**config.mk**
```make
export PLATFORM = sky130hd
export DESIGN_NAME = wsd_back_flat
export DESIGN_NICKNAME = d
export VERILOG_FILES = /design/src/rtl/wsd_pkg.sv /design/src/rtl/wsd_chan_if.sv /design/src/rtl/wsd_back.sv /design/src/flat_wrapper.sv
export SDC_FILE = /design/constraint.sdc
export NUM_CORES = 1
export LEC_CHECK = 0
export ABC_AREA = 0
export BUFFER_PORTS_ARGS = -buffer_cell sky130_fd_sc_hd__buf_2
export CORE_AREA = 2 2 39 41
export DETAILED_ROUTE_END_ITERATION = 10
export DIE_AREA = 0 0 41 43
export HOLD_SLACK_MARGIN = 0.06
export PLACE_DENSITY_LB_ADDON = 0.2
export SKIP_CTS_REPAIR_TIMING = 1
export SYNTH_ARGS = -nofsm -noshare
export SYNTH_HDL_FRONTEND = slang
export SYNTH_SLANG_ARGS = --single-unit
```
**constraint.sdc**
```tcl
create_clock -name clk -period 1.4 [get_ports clk]
set_clock_uncertainty 0.2 [all_clocks]
set_input_delay 0.42 -clock clk [delete_from_list [all_inputs] [get_ports clk]]
set_output_delay 0.42 -clock clk [all_outputs]
set_load 0.005 [all_outputs]
```
**src/rtl/wsd_pkg.sv**
```systemverilog
// Shared types and constants of the WebSocket frame deframer.
package wsd_pkg;

	// Header parse phases, one-hot
	typedef enum logic [5:0] {
		PH_HDR0    = 6'b000001,
		PH_HDR1    = 6'b000010,
		PH_EXTLEN  = 6'b000100,
		PH_MASK    = 6'b001000,
		PH_PAYLOAD = 6'b010000,
		PH_CLOSED  = 6'b100000
	} phase_t;

	localparam logic [3:0] OP_CLOSE   = 4'h8;
	localparam logic [6:0] LEN_EXT16  = 7'd126;
	localparam logic [6:0] LEN_EXT64  = 7'd127;
	localparam logic [3:0] EXT16_CNT  = 4'd2;
	localparam logic [3:0] EXT64_CNT  = 4'd8;
	localparam logic [3:0] KEY_CNT    = 4'd4;

	// Input word
	typedef struct packed {
		logic [7:0] rx_byte;
	} rx_t;

	// Result word
	typedef struct packed {
		logic       has_byte;
		logic [7:0] payload_byte;
		logic [3:0] frame_opcode;
		logic       frame_end;
		logic       closed;
	} res_t;

	// Queue entry: raw byte and its key byte, unmasked in the back end
	typedef struct packed {
		logic       has_byte;
		logic [7:0] raw_byte;
		logic [7:0] key_byte;
		logic [3:0] opcode;
		logic       frame_end;
		logic       closed;
	} q_entry_t;

	// Queue status
	typedef struct packed {
		logic full;
		logic empty;
	} q_stat_t;

endpackage

```
**src/rtl/wsd_chan_if.sv**
```systemverilog
// Valid/ready channel interface carrying one word of a given type.
interface wsd_chan_if #(parameter type payload_t = logic [7:0]);
	logic     valid;
	logic     ready;
	payload_t payload;

	modport source (output valid, output payload, input ready);
	modport sink (input valid, input payload, output ready);
endinterface

```
**src/rtl/wsd_back.sv**
```systemverilog
// Back end: unmasks queued bytes into the registered result channel.
module wsd_back (
	input  logic              clk,
	input  logic              arst_n,
	input  wsd_pkg::q_entry_t head,
	input  wsd_pkg::q_stat_t  q_stat,
	output logic              pop,
	wsd_chan_if.source        result
);

	logic          valid_q;
	wsd_pkg::res_t data_q;

	// Load when the output register is free or being taken
	assign pop = !q_stat.empty && (!valid_q || result.ready);

	assign result.valid   = valid_q;
	assign result.payload = data_q;

	always_ff @(posedge clk or negedge arst_n) begin
		if (!arst_n) begin
			valid_q <= 1'b0;
		end else if (pop) begin
			valid_q <= 1'b1;
		end else if (result.ready) begin
			valid_q <= 1'b0;
		end
	end

	// Result word, unmasked
	always_ff @(posedge clk) begin
		if (pop) begin
			data_q.has_byte     <= head.has_byte;
			data_q.payload_byte <= head.raw_byte ^ head.key_byte;
			data_q.frame_opcode <= head.opcode;
			data_q.frame_end    <= head.frame_end;
			data_q.closed       <= head.closed;
		end
	end

endmodule

```
**src/flat_wrapper.sv**
```systemverilog
// flat-port wrapper written by rule: the top's interface ports become plain ports
module wsd_back_flat 
  (clk, arst_n, head, q_stat, pop, result_valid, result_payload, result_ready);
  wsd_chan_if result_i ();
  input  logic clk;
  input  logic arst_n;
  input  wsd_pkg::q_entry_t head;
  input  wsd_pkg::q_stat_t q_stat;
  output logic pop;
  output wire logic [$bits(result_i.valid)-1:0] result_valid;
  output wire logic [$bits(result_i.payload)-1:0] result_payload;
  input wire logic [$bits(result_i.ready)-1:0] result_ready;
  assign result_valid = result_i.valid;
  assign result_payload = result_i.payload;
  assign result_i.ready = result_ready;
  wsd_back u_core (.clk(clk), .arst_n(arst_n), .head(head), .q_stat(q_stat), .pop(pop), .result(result_i));
endmodule
```
==> metrics.yaml <==
outcome: "finished with violations"
violations: "negative setup slack"
pwr-share-clk_pct: 33.1
fill_cells: 142
multi_input_area_sq_um: 42.5
start_util_pct: 22.2
dr.pass1.iters: 1
dp_cells: 56
rsz0062_at_grt: "yes"
r2r_start: "u_core.result.valid"
crit_path_end_kind: "output pin"
synth.avg_cell_area_sq_um: 20.5
avgViaCountPerCell: 3.74
power_frac_seq_pct: 55.4
drv_slew: 0
r2r-end: "u_core.result.payload[2]"
p_leak_nw: 0.237
place_area_sq_um: 465
setup_violations: 2
grt_usage_pct: 7.34
setup.worst_path.end: "result_valid"
coreArea_sq_mm: 0.00138
critPathMaxFanout: 2
overflow: 0
power_density_mw_per_mm2: 1120
cts_root_buffer: "clkbuf_4"
yosys_warnings: 0
fin_crit_sh_pct: 109
grt_pass1_vias: 231
syn-num-nets: 43
worstHoldPathType: "in2reg"
antenna_found_initial: 0
grt_first_pass_wirelength_um: 807
synth-seq-cells: 9
crit_path_start: "u_core.result.valid"
cts_tree: "yes"
antenna_cells: 0
synth_top_area_cell: "edfxtp_1"
drc: 0
max_slew_margin_pct: 91.8
worst_pin_slew_ns: 0.123
p_sw_w: 0.000113
wl_um: 621
ant_nets: 0
wire_per_inst_um: 10.0
synth_cells: 15
synth_sequential_area_ratio_pct: 86.2
fp.dieW_um: 41
swShare_pct: 19.8
fp.dieH_um: 43
dieArea_sq_mm: 0.00176
cts_max_level: 1
crit_required_ns: 0.78
cts_made_buffers: 3
cp-start-kind: "register"
layout_commonest_cell: "buf_2"
num_vias: 232
fin_cells: 62
min-delay-start: "head[3]"
clock.fmax_mhz: 655
row_count: 14
p_int_w: 0.000459
grt_max_degree: 9
clockBufferDepth: 2
crit_type: "reg2out"
clkSlewWorstSetupHoldPaths_ns: 0.06
arrival_ns: 0.91
min_period_ns: 1.53
hold_viol_final: 0
ir_worst_vdd_mv: 0.451
ff2ff_path_depth: 2
clock_latency_ns: 0.24
final_area_sq_um: 509
routabilityCongestion: 0.507
synth_top_area_share_pct: 78.0
final_cell_mix: "buf_2, edfxtp_1, clkbuf_4, buf_4"
clock-sinks: 9
seq_area_sq_um: 265
area_growth_pct: 65.4
rrSetupSlack_ns: 0.20
drive_above_1_share_pct: 67.4
ys_types: 6
ios: 38
syn-cell-area_sq_um: 308
fin_nets: 75
combinationalPowerShare_pct: 11.4
port_buffers: 23
cap_violations: 0
drtIter0Drc: 0
timing.final.ws_setup_ns: -0.126
synth_area_leaders: "edfxtp_1, dfrtp_1, xor2_1"
-- Yosys cell counts --
cell	number
o21ai_2	1
inv_1	2
dfrtp_1	1
a21oi_2	1
edfxtp_1	8
xor2_1	2
-- logic make-up (layout without fill, tap and decap cells) --
kind of cell	after synthesis	after routing	share of synthesized area, %
xor+xnor	2	2	5.69
compound gates	2	2	5.69
buf+inv	2	33	2.44
flops	9	9	86.2
-- power groups by stage --
stage               sequential, W  clock [W]  combinational, W
detailed placement       0.000324          0         0.0000617
global route             0.000318   0.000216         0.0000729
CTS                      0.000318   0.000202         0.0000622
finish                   0.000317   0.000190         0.0000655
global placement         0.000323          0         0.0000588
floorplan                0.000326          0         0.0000142
-- final cells by class --
| class | count | area share [%] |
|---|---|---|
| Tap cell | 16 | 3.93 |
| Timing Repair Buffer | 27 | 29.0 |
| Clock buffer | 4 | 5.16 |
| Inverter | 2 | 1.47 |
| Sequential cell | 9 | 52.1 |
| Multi-Input combinational cell | 4 | 8.35 |
-- worst max-delay path, cell delays in order (launching register included) --
cell,delay (ns)
dfrtp_1,0.40
buf_4,0.15
buf_2,0.12
-- through the flow --
stage	setup slack (ns)	hold WS (ns)	util, %	TNS (ns)	total power (W)
floorplan	0.0794	-0.0756	-	0	0.000340
global placement	-0.0126	-0.00522	33.6	-0.0126	0.000381
detailed placement	-0.0301	-0.00468	33.6	-0.0301	0.000385
CTS	-0.188	-0.278	35.5	-0.233	0.000582
global route	-0.167	0.131	36.8	-0.342	0.000607
finish	-0.126	0.144	36.8	-0.246	0.000572
-- worst min-delay path by stage --
stage,cells past startpoint,slack (ns),endpoint
final,1,0.14,u_core.result.payload[3]
after global routing,1,0.13,u_core.result.payload[4]
after CTS,1,-0.28,u_core.result.valid
after detailed placement,1,-0.005,u_core.result.valid
after global placement,1,-0.005,u_core.result.valid
after floorplan,0,-0.08,u_core.result.valid
-- state kept, by name, summed over array words and instances, names as in the netlist --
signal,cells
u_core.result.valid,1
u_core.result.payload,8
-- layer usage --
metal	vias up	GRT usage, %	part of all wire [%]
li1	115	-	-
met1	97	6.08	34
met2	20	11.9	50
met3	0	3.66	15
met4	0	6.00	0
met5	-	0	0
No activity file was read; power rests on OpenSTA's default activity.
