===== config.mk =====
export PLATFORM = sky130hd
export DESIGN_NAME = wsd_queue
export DESIGN_NICKNAME = d
export VERILOG_FILES = /design/src/rtl/wsd_pkg.sv /design/src/rtl/wsd_queue.sv
export SDC_FILE = /design/constraint.sdc
export NUM_CORES = 1
export LEC_CHECK = 0
export ABC_AREA = 1
export BUFFER_PORTS_ARGS = -buffer_cell sky130_fd_sc_hd__clkbuf_2
export CORE_AREA = 2 2 86 88
export CTS_CLUSTER_SIZE = 24
export DETAILED_ROUTE_END_ITERATION = 8
export DIE_AREA = 0 0 88 90
export PLACE_DENSITY = 0.89
export SYNTH_ARGS = -nofsm -noshare
export SYNTH_HDL_FRONTEND = slang
export SYNTH_SLANG_ARGS = --single-unit

===== constraint.sdc =====
create_clock -name clk -period 4.31 [get_ports clk]
set_input_delay 0.6465 -clock clk [delete_from_list [all_inputs] [get_ports clk]]
set_output_delay 0.6465 -clock clk [all_outputs]
set_load 0.01 [all_outputs]

===== src/rtl/wsd_pkg.sv =====
// Shared types and constants of the WebSocket frame deframer.
package wsd_pkg;

	// Header parse phases, one-hot
	typedef enum logic [5:0] {
		PH_HDR0    = 6'b000001,
		PH_HDR1    = 6'b000010,
		PH_EXTLEN  = 6'b000100,
		PH_MASK    = 6'b001000,
		PH_PAYLOAD = 6'b010000,
		PH_CLOSED  = 6'b100000
	} phase_t;

	localparam logic [3:0] OP_CLOSE   = 4'h8;
	localparam logic [6:0] LEN_EXT16  = 7'd126;
	localparam logic [6:0] LEN_EXT64  = 7'd127;
	localparam logic [3:0] EXT16_CNT  = 4'd2;
	localparam logic [3:0] EXT64_CNT  = 4'd8;
	localparam logic [3:0] KEY_CNT    = 4'd4;

	// Input word
	typedef struct packed {
		logic [7:0] rx_byte;
	} rx_t;

	// Result word
	typedef struct packed {
		logic       has_byte;
		logic [7:0] payload_byte;
		logic [3:0] frame_opcode;
		logic       frame_end;
		logic       closed;
	} res_t;

	// Queue entry: raw byte and its key byte, unmasked in the back end
	typedef struct packed {
		logic       has_byte;
		logic [7:0] raw_byte;
		logic [7:0] key_byte;
		logic [3:0] opcode;
		logic       frame_end;
		logic       closed;
	} q_entry_t;

	// Queue status
	typedef struct packed {
		logic full;
		logic empty;
	} q_stat_t;

endpackage


===== src/rtl/wsd_queue.sv =====
// Small FIFO of payload work between the header parser and the output stage.
module wsd_queue #(
	parameter int DEPTH = 4
) (
	input  logic              clk,
	input  logic              arst_n,
	input  logic              push,
	input  wsd_pkg::q_entry_t push_entry,
	input  logic              pop,
	output wsd_pkg::q_entry_t head,
	output wsd_pkg::q_stat_t  stat
);

	localparam int PTR_W = $clog2(DEPTH);
	localparam int CNT_W = $clog2(DEPTH + 1);

	wsd_pkg::q_entry_t store_q [DEPTH];
	logic [PTR_W-1:0] wr_ptr_q;
	logic [PTR_W-1:0] rd_ptr_q;
	logic [CNT_W-1:0] count_q;

	assign stat.full  = (count_q == CNT_W'(DEPTH));
	assign stat.empty = (count_q == '0);
	assign head       = store_q[rd_ptr_q];

	// Entry storage
	always_ff @(posedge clk) begin
		if (push) begin
			store_q[wr_ptr_q] <= push_entry;
		end
	end

	// Pointers and fill count
	always_ff @(posedge clk or negedge arst_n) begin
		if (!arst_n) begin
			wr_ptr_q <= '0;
			rd_ptr_q <= '0;
			count_q  <= '0;
		end else begin
			if (push) begin
				wr_ptr_q <= (wr_ptr_q == PTR_W'(DEPTH - 1)) ? '0 : wr_ptr_q + 1'b1;
			end
			if (pop) begin
				rd_ptr_q <= (rd_ptr_q == PTR_W'(DEPTH - 1)) ? '0 : rd_ptr_q + 1'b1;
			end
			if (push && !pop) begin
				count_q <= count_q + 1'b1;
			end else if (pop && !push) begin
				count_q <= count_q - 1'b1;
			end
		end
	end

endmodule


==> out/metrics.yaml, run 1 <==
setup_path:
  critical_path_depth: 6
  critical_path.top_delay_family: "buffers and inverters"
  slowest_stage: "inv_2"
  worstPathCellList: "inv_2 > buf_4 > nand2_1 > o211ai_1 > nand2_1 > clkbuf_2"
  end_kind: "primary output"
  crit_type: "flop to primary output"
  worstPathMaxFanout: 62
  path_buf_inv: 3
  cp-start-kind: "flop"
  reg2reg_slack_ns: 2.42
  required_ns: 3.66
  rr_worst_depth: 4
  reg2reg_from: "wr_ptr_q[0]"
  reg2reg_to: "store_q[0][9]"
  worstSetupEndpoint: "head[4]"
  cpPeakStageDelay_ns: 0.70
  cp_common_cell: "nand2_1"
  worstPathArrival_ns: 2.43
  critPathLaunch: "rd_ptr_q[0]"
synth:
  synth_seq_cells: 99
  synthDistinctLibCells: 19
  yosysTopAreaCell: "edfxtp_1"
  synth.net_count: 353
  synth_common_cells: "92 x edfxtp_1, 83 x nand2_1, 57 x inv_1"
  ys_seq_area_frac: 0.719
  yosysWarningCount: 0
  synth_top_area_frac: 0.676
  asyncSetResetFlopFracSynth: 0.0707
  synth_edf_count: 92
  syn_inst: 319
  synth_area_leaders: "edfxtp_1 68%, o211ai_1 8.4%, nand2_1 7.6%, inv_1 5.2%, dfrtp_1 4.3%"
  postSynthAreaPerCell_um2: 12.8
  synth-main-ff-cell: "edfxtp_1"
  syn-cell-area_um2: 4090
  yosysMostFrequentCell: "edfxtp_1"
routing:
  vias: 2426
  remaining_drc_errors: 0
  ant_nets: 0
  drt-pass1-iter-count: 4
  drt-initial-drc-count: 160
  routed_wl_um: 6700
  wire_per_inst_um: 14.2
  via_per_inst: 5.14
grt:
  grt-ovfl-total: 0
  grt_max_degree: 63
  grt_pass1_wl_um: 10900
  antenna_found_initial: 0
  grt_pass1_vias: 2340
  grt_use_total: 0.186
placed_design:
  dpl-instance-area_um2: 4360
  dp_hpwl_um: 4070
  numPortBuffers: 51
  place_congestion: 0.752
clocking:
  tritoncts: "done"
  clk_latency_ns: 0.35
  hold_buffers: 0
  clockBufferDepth: 2
  post-cts-setup-buffers: 0
  clockRootBuffer: "clkbuf_8"
  htreeDepth: 3
  cts_sinks: 99
  cts_made_buffers: 9
  cts.clk_slew.worst_paths_ns: 0.09
  cts_resized: 0
sta:
  fmax_mhz: 325
  hold_viol_final: 0
  maxSlewViolCount: 0
  worst_pin_slew_ns: 1.05
  min_period_over_period: 0.713
  min_period_ns: 3.07
  max_slew_margin: 0.302
  setup_tns_ns: 0
  rsz0062_at_grt: "no"
  setup_viol: 0
  fin_skew_ns: 0.00706
floorplan:
  rows: 31
  core_um2: 7020
  die_h_um: 90
  die-area_um2: 7920
  dieWidth_um: 88
  io_pins: 52
  start_util: 0.582
min_path:
  min_path_type: "input pin to asynchronous set/reset pin"
finish:
  final_area_um2: 4540
  syn2layout_area_growth_pct: 11.1
  drive_gt1_frac: 0.182
  layout.nets: 402
  final_util: 0.647
  antenna_cells: 0
power:
  vdd_ir_drop_max_mv: 0.309
  total_power_uw: 2790
  p_leak_uw: 0.00192
  power_density_nw_per_um2: 614
run:
  maxCapViolations: 0
status:
  status: "complete, no violations"
## through the flow
step / setup slack [ns] / hold slack (ns) / std cells
after global placement: 1.77 / 0.483 / 456
after CTS: 1.27 / 0.111 / 472
after global routing: 1.10 / 0.107 / 472
after floorplan: 2.69 / 0.351 / 319
final: 1.24 / 0.117 / 472
after detailed placement: 1.68 / 0.497 / 456
## power breakdown
group | leakage, uW | switching (uW) | internal (uW) | total (uW)
clock network | 0.0000935 | 290 | 264 | 553
registers | 0.000929 | 99.1 | 1260 | 1360
logic | 0.000896 | 576 | 300 | 876
## state kept, by name (all words and copies together) (netlist names)
register,flops
store_q,92
wr_ptr_q,2
count_q,3
rd_ptr_q,2
## layer usage
layer  vias up  part of all wire  GRT usage
met5         -                 0          0
met4         0             0.023     0.0897
met3        12             0.058     0.0468
met2        73              0.51      0.302
met1      1145              0.41      0.230
li1       1196                 -          -
## layout by cell type (no fill, tap or decap), types with 3 or more instances in the layout
cell type,instances
inv_1,57
o211ai_1,46
nand2_1,83
ha_1,6
o21ai_0,3
clkbuf_2,51
edfxtp_1,92
clkbuf_8,9
clkinv_2,3
dfrtp_1,7
## worst min path at each step
stage	start	end	slack (ns)	cells after the start
2_1_floorplan	arst_n	count_q[0]	0.35	0
3_3_place_gp	count_q[2]	count_q[2]	0.48	2
3_5_place_dp	arst_n	wr_ptr_q[0]	0.50	1
4_1_cts	arst_n	count_q[2]	0.11	1
5_1_grt	arst_n	count_q[2]	0.11	1
6_report	arst_n	count_q[2]	0.12	1
## logic make-up (layout without fill, tap and decap cells)
| group | Yosys count | count (layout) | share of synthesized area |
|---|---|---|---|
| flops | 99 | 99 | 0.719 |
| buf+inv | 73 | 127 | 0.0830 |
| compound gates | 51 | 51 | 0.0906 |
| xor+xnor | 1 | 1 | 0.00214 |
| simple gates | 88 | 88 | 0.0823 |
| fa+ha+maj | 7 | 7 | 0.0233 |
## area by class of cell
| class | count | area [um^2] |
|---|---|---|
| sequential | 99 | 2940 |
| fill | 522 | 2480 |
| clock buffer | 10 | 128 |
| timing repair buffer | 52 | 263 |
| tap | 99 | 124 |
| inverter | 59 | 221 |
| multi-input combinational | 147 | 811 |
| clock inverter | 6 | 56.3 |
Note: power is estimated with default switching activity, not from simulation.
==> run 2, diff against run 1 <==
--- a/config.mk
+++ b/config.mk
@@ -5,13 +5,13 @@
 export SDC_FILE = /design/constraint.sdc
 export NUM_CORES = 1
 export LEC_CHECK = 0
-export ABC_AREA = 1
+export ABC_AREA = 0
 export BUFFER_PORTS_ARGS = -buffer_cell sky130_fd_sc_hd__clkbuf_2
 export CORE_AREA = 2 2 86 88
 export CTS_CLUSTER_SIZE = 24
 export DETAILED_ROUTE_END_ITERATION = 8
 export DIE_AREA = 0 0 88 90
-export PLACE_DENSITY = 0.89
+export PLACE_DENSITY = 0.84
 export SYNTH_ARGS = -nofsm -noshare
 export SYNTH_HDL_FRONTEND = slang
 export SYNTH_SLANG_ARGS = --single-unit
==> constraint.sdc (replaced) <==
create_clock -name clk -period 3.1 [get_ports clk]
set_input_delay 0.465 -clock clk [delete_from_list [all_inputs] [get_ports clk]]
set_output_delay 0.465 -clock clk [all_outputs]
set_load 0.01 [all_outputs]
==> run 2 against run 1 <==
Effect of this change:
- final cell count decreased by 31%
- sequential share of layout area rose by 2.8 points
- critical path type unchanged
- critical path depth is 3 lower
==> out/metrics.yaml, run 2 <==
min_path:
  min_path_type: "input pin to flop"
  hp-start: "push_entry[11]"
floorplan:
  rows: 31
  dieWidth_um: 88
  die-area_um2: 7920
  start_util: 0.538
  io_pins: 52
  die_h_um: 90
  core_um2: 7020
sta:
  rsz0062_at_grt: "no"
  min_period_over_period: 0.876
  fmax_mhz: 368
  hold_viol_final: 0
  setup_viol: 0
  setup_tns_ns: 0
  maxSlewViolCount: 0
  worst_pin_slew_ns: 0.842
  max_slew_margin: 0.439
  fin_skew_ns: 0.00585
  min_period_ns: 2.72
synth:
  yosysMostFrequentCell: "edfxtp_1"
  ys_seq_area_frac: 0.777
  synth-main-ff-cell: "edfxtp_1"
  postSynthAreaPerCell_um2: 23.9
  yosysTopAreaCell: "edfxtp_1"
  synth.net_count: 192
  synth_edf_count: 92
  asyncSetResetFlopFracSynth: 0.0707
  syn-cell-area_um2: 3780
  syn_inst: 158
  synth_seq_cells: 99
  synth_area_leaders: "edfxtp_1 73%, mux4_2 11%, dfrtp_1 4.6%, mux4_1 3.5%, ha_1 2.0%"
  synth_top_area_frac: 0.731
  synthDistinctLibCells: 20
  yosysWarningCount: 0
  synth_common_cells: "92 x edfxtp_1, 18 x mux4_2, 7 x dfrtp_1"
clocking:
  cts_sinks: 99
  clockBufferDepth: 2
  cts_resized: 0
  cts_made_buffers: 9
  cts.clk_slew.worst_paths_ns: 0.09
  tritoncts: "done"
  clk_latency_ns: 0.36
  clockRootBuffer: "clkbuf_8"
  htreeDepth: 3
finish:
  final_util: 0.620
  reg_top3: "store_q x92, count_q x3"
  layout.nets: 256
  syn2layout_area_growth_pct: 15.3
  top_register: "store_q"
  antenna_cells: 0
  layout_commonest_cell: "edfxtp_1"
  drive_gt1_frac: 0.414
  largest_register_ff_count: 92
  final_cell_mix: "92 x edfxtp_1, 51 x clkbuf_2, 18 x mux4_2"
setup_path:
  end_kind: "primary output"
  critPathLaunch: "rd_ptr_q[0]"
  path_buf_inv: 2
  worstPathArrival_ns: 2.25
  worstPathMaxFanout: 16
  required_ns: 2.63
  critical_path.top_delay_family: "flip-flops"
  reg2reg_from: "wr_ptr_q[0]"
  worstPathCellList: "buf_4 > mux4_1 > clkbuf_2"
  cpPeakStageDelay_ns: 0.90
  slowest_stage: "dfrtp_1"
  crit_type: "flop to primary output"
  cp-start-kind: "flop"
power:
  p_leak_uw: 0.00156
  total_power_uw: 3740
  power_density_nw_per_um2: 859
  vdd_ir_drop_max_mv: 0.355
grt:
  grt_max_degree: 20
  grt_pass1_vias: 1718
  grt_use_total: 0.160
  grt_pass1_wl_um: 9070
  antenna_found_initial: 0
  grt-ovfl-total: 0
routing:
  remaining_drc_errors: 0
  drt-pass1-iter-count: 4
  vias: 1712
  drt-initial-drc-count: 101
  routed_wl_um: 5770
  via_per_inst: 5.25
  wire_per_inst_um: 17.7
  ant_nets: 0
placed_design:
  numPortBuffers: 51
  place_congestion: 0.690
  dp_hpwl_um: 3820
status:
  status: "complete, no violations"
run:
  maxCapViolations: 0
## run 2: repair_timing
action	4_1_cts	5_1_grt
hold buffers	1	0
buffers inserted	0	0
hold endpoints to repair	7	0
## run 2: metal layers
layer  up-vias  routed length, um  global-route usage
met1       873               2440               0.212
li1        778                  -                   -
met2        53               2870               0.243
met3         8                395              0.0542
met4         0                 66              0.0692
met5         -                  0                   0
## run 2: layout make-up
| type | count | area [um^2] |
|---|---|---|
| Sequential cell | 99 | 2940 |
| Fill cell | 489 | 2670 |
| Multi-Input combinational cell | 48 | 756 |
| Timing Repair Buffer | 59 | 318 |
| Clock buffer | 10 | 128 |
| Tap cell | 99 | 124 |
| Clock inverter | 6 | 73.8 |
| Inverter | 5 | 18.8 |
## run 2: through the flow
stage	area (um^2)	setup slack, ns	instances	hold WS (ns)
final	4360	0.384	326	0.314
after global routing	4360	0.212	326	0.298
after CTS	4360	0.314	326	0.298
after detailed placement	4140	0.719	309	0.323
after global placement	4140	0.762	309	0.318
after floorplan	3780	1.48	158	0.169
## run 2: worst paths after layout
path                                  endpoint  slack, ns  cells past startpoint
max in group asynchronous          rd_ptr_q[0]       2.46                      2
worst max register to register  store_q[0][16]       1.39                      4
worst max-delay path                   head[5]       0.38                      3
min in group asynchronous           count_q[0]       0.46                      2
worst min-delay path            store_q[2][11]       0.31                      1
worst min register to register      count_q[2]       0.51                      1
## run 2: power breakdown
part	leakage (uW)	switching, uW	internal (uW)
clock	0.0000950	435	383
sequential	0.000928	149	1720
combinational	0.000538	508	544
## run 2: cells by family after synthesis
group                    count (synthesis)  share of synthesized area
flip-flops                              99                      0.777
multiplexers                            26                      0.151
buffers and inverters                   11                     0.0225
AND/OR/NAND/NOR                         10                     0.0142
adder cells (fa/ha/maj)                  7                     0.0252
XOR/XNOR                                 3                    0.00695
AO/OA/AOI/OAI                            2                    0.00265
==> run 3, diff against run 2 <==
--- a/config.mk
+++ b/config.mk
@@ -7,11 +7,11 @@
 export LEC_CHECK = 0
 export ABC_AREA = 0
 export BUFFER_PORTS_ARGS = -buffer_cell sky130_fd_sc_hd__clkbuf_2
-export CORE_AREA = 2 2 86 88
+export CORE_AREA = 2 2 95 97
 export CTS_CLUSTER_SIZE = 24
 export DETAILED_ROUTE_END_ITERATION = 8
-export DIE_AREA = 0 0 88 90
-export PLACE_DENSITY = 0.84
+export DIE_AREA = 0 0 97 99
+export PLACE_DENSITY = 0.72
 export SYNTH_ARGS = -nofsm -noshare
 export SYNTH_HDL_FRONTEND = slang
 export SYNTH_SLANG_ARGS = --single-unit
==> run 3 against run 2 <==
Effect of this change:
- non-clock buffer count down 2
- setup slack improved by 0.17 ns
- sequential share of layout area up 0.18 points
- first-iteration DRC count down 29%
- routed wire length up 4.4%
- critical path type unchanged
- worst hold slack improved by 0.016 ns
- register-to-register slack worse by 0.05 ns
- clock power decreased by 2%
==> out/metrics.yaml, run 3 (synthesis gave the netlist of run 2 again) <==
routing:
  wire_per_inst_um: 18.1
  routed_wl_um: 6030
  remaining_drc_errors: 0
  vias: 1709
  drt-initial-drc-count: 72
  drt-pass1-iter-count: 4
  via_per_inst: 5.13
  ant_nets: 0
setup_path:
  reg2reg_from: "wr_ptr_q[1]"
  critPathLaunch: "rd_ptr_q[0]"
  worstSetupEndpoint: "head[16]"
  required_ns: 2.63
  worstPathMaxFanout: 26
  rr_worst_depth: 4
  cp-start-kind: "flop"
  end_kind: "primary output"
  worstPathArrival_ns: 2.08
  reg2reg_slack_ns: 1.34
  crit_type: "flop to primary output"
  reg2reg_to: "store_q[1][9]"
sta:
  fin_skew_ns: 0.00643
  max_slew_margin: 0.442
  setup_viol: 0
  min_period_ns: 2.54
  setup_tns_ns: 0
  min_period_over_period: 0.820
  rsz0062_at_grt: "no"
  fmax_mhz: 393
  maxSlewViolCount: 0
  hold_viol_final: 0
  worst_pin_slew_ns: 0.837
status:
  status: "complete, no violations"
power:
  power_density_nw_per_um2: 854
  p_leak_uw: 0.00154
  vdd_ir_drop_max_mv: 0.358
min_path:
  min_path_type: "input pin to flop"
clocking:
  cts_sinks: 99
  cts.clk_slew.worst_paths_ns: 0.09
  clk_latency_ns: 0.35
  clockRootBuffer: "clkbuf_8"
  clockBufferDepth: 2
  cts_made_buffers: 9
  htreeDepth: 3
  tritoncts: "done"
placed_design:
  numPortBuffers: 51
  place_congestion: 0.681
  dp_hpwl_um: 3770
grt:
  grt_use_total: 0.135
  grt_pass1_wl_um: 9700
  grt_max_degree: 27
  grt-ovfl-total: 0
  grt_pass1_vias: 1828
  antenna_found_initial: 0
floorplan:
  die-area_um2: 9600
  rows: 34
  die_h_um: 99
  core_um2: 8550
  io_pins: 52
  dieWidth_um: 97
  start_util: 0.442
finish:
  reg_top3: "store_q x92, count_q x3"
  multi_input_area_um2: 756
  fillCellCount: 685
  largest_register_ff_count: 92
  final_util: 0.508
  layout.nets: 254
  syn2layout_area_growth_pct: 15.0
  antenna_cells: 0
  top_register: "store_q"
  regArea_um2: 2940
  drive_gt1_frac: 0.409
  final_cell_mix: "92 x edfxtp_1, 51 x clkbuf_2, 18 x mux4_2"
  layout_commonest_cell: "edfxtp_1"
run:
  maxCapViolations: 0
-- run 3: how the worst min path moves through the flow --
| stage | start | end | slack, ns | cells after the start |
|---|---|---|---|---|
| finish | push_entry[3] | store_q[2][3] | 0.33 | 1 |
| global route | push_entry[4] | store_q[0][4] | 0.31 | 1 |
| CTS | push_entry[14] | store_q[0][14] | 0.31 | 1 |
| detailed placement | arst_n | count_q[2] | 0.32 | 1 |
| global placement | arst_n | count_q[2] | 0.32 | 1 |
| floorplan | arst_n | count_q[0] | 0.17 | 0 |
-- run 3: power breakdown --
group	internal [uW]	switching [uW]	total, uW
Combinational	527	480	1010
Sequential	1720	180	1900
Clock	378	423	801
-- run 3: layout make-up --
class	instances	share of cell area
clock buffers	11	0.0302
inverters	5	0.00432
multi-input cells	48	0.174
well taps	108	0.0311
flip-flops and latches	99	0.676
clock inverters	5	0.0144
repair buffers	57	0.0697
-- run 3: worst max-delay path: stages, from the launching register on --
cell      delay, ns
dfrtp_2        0.93
mux4_1         0.65
clkbuf_2       0.14
-- run 3: metrics by stage --
stage	power, uW	setup slack, ns	area, um^2	hold slack, ns	std cells
6_report	3710	0.557	4350	0.330	333
3_3_place_gp	2950	0.908	4140	0.316	316
3_5_place_dp	2970	0.882	4140	0.319	316
5_1_grt	3920	0.396	4350	0.312	333
2_1_floorplan	2640	1.48	3780	0.169	158
4_1_cts	3770	0.481	4350	0.313	333
-- run 3: repair_timing --
item | in CTS | in global routing
gates resized for setup | 0 | 0
buffers inserted | 0 | 0
hold endpoints to repair | 7 | 0
hold buffers | 1 | 0
endpoints found under the setup margin | 0 | 0
-- run 3: per-layer routing --
metal	vias up	track usage	share of wire
li1	773	-	-
met1	881	0.168	0.43
met2	45	0.222	0.51
met3	10	0.0461	0.042
met4	0	0.0520	0.014
met5	-	0	0
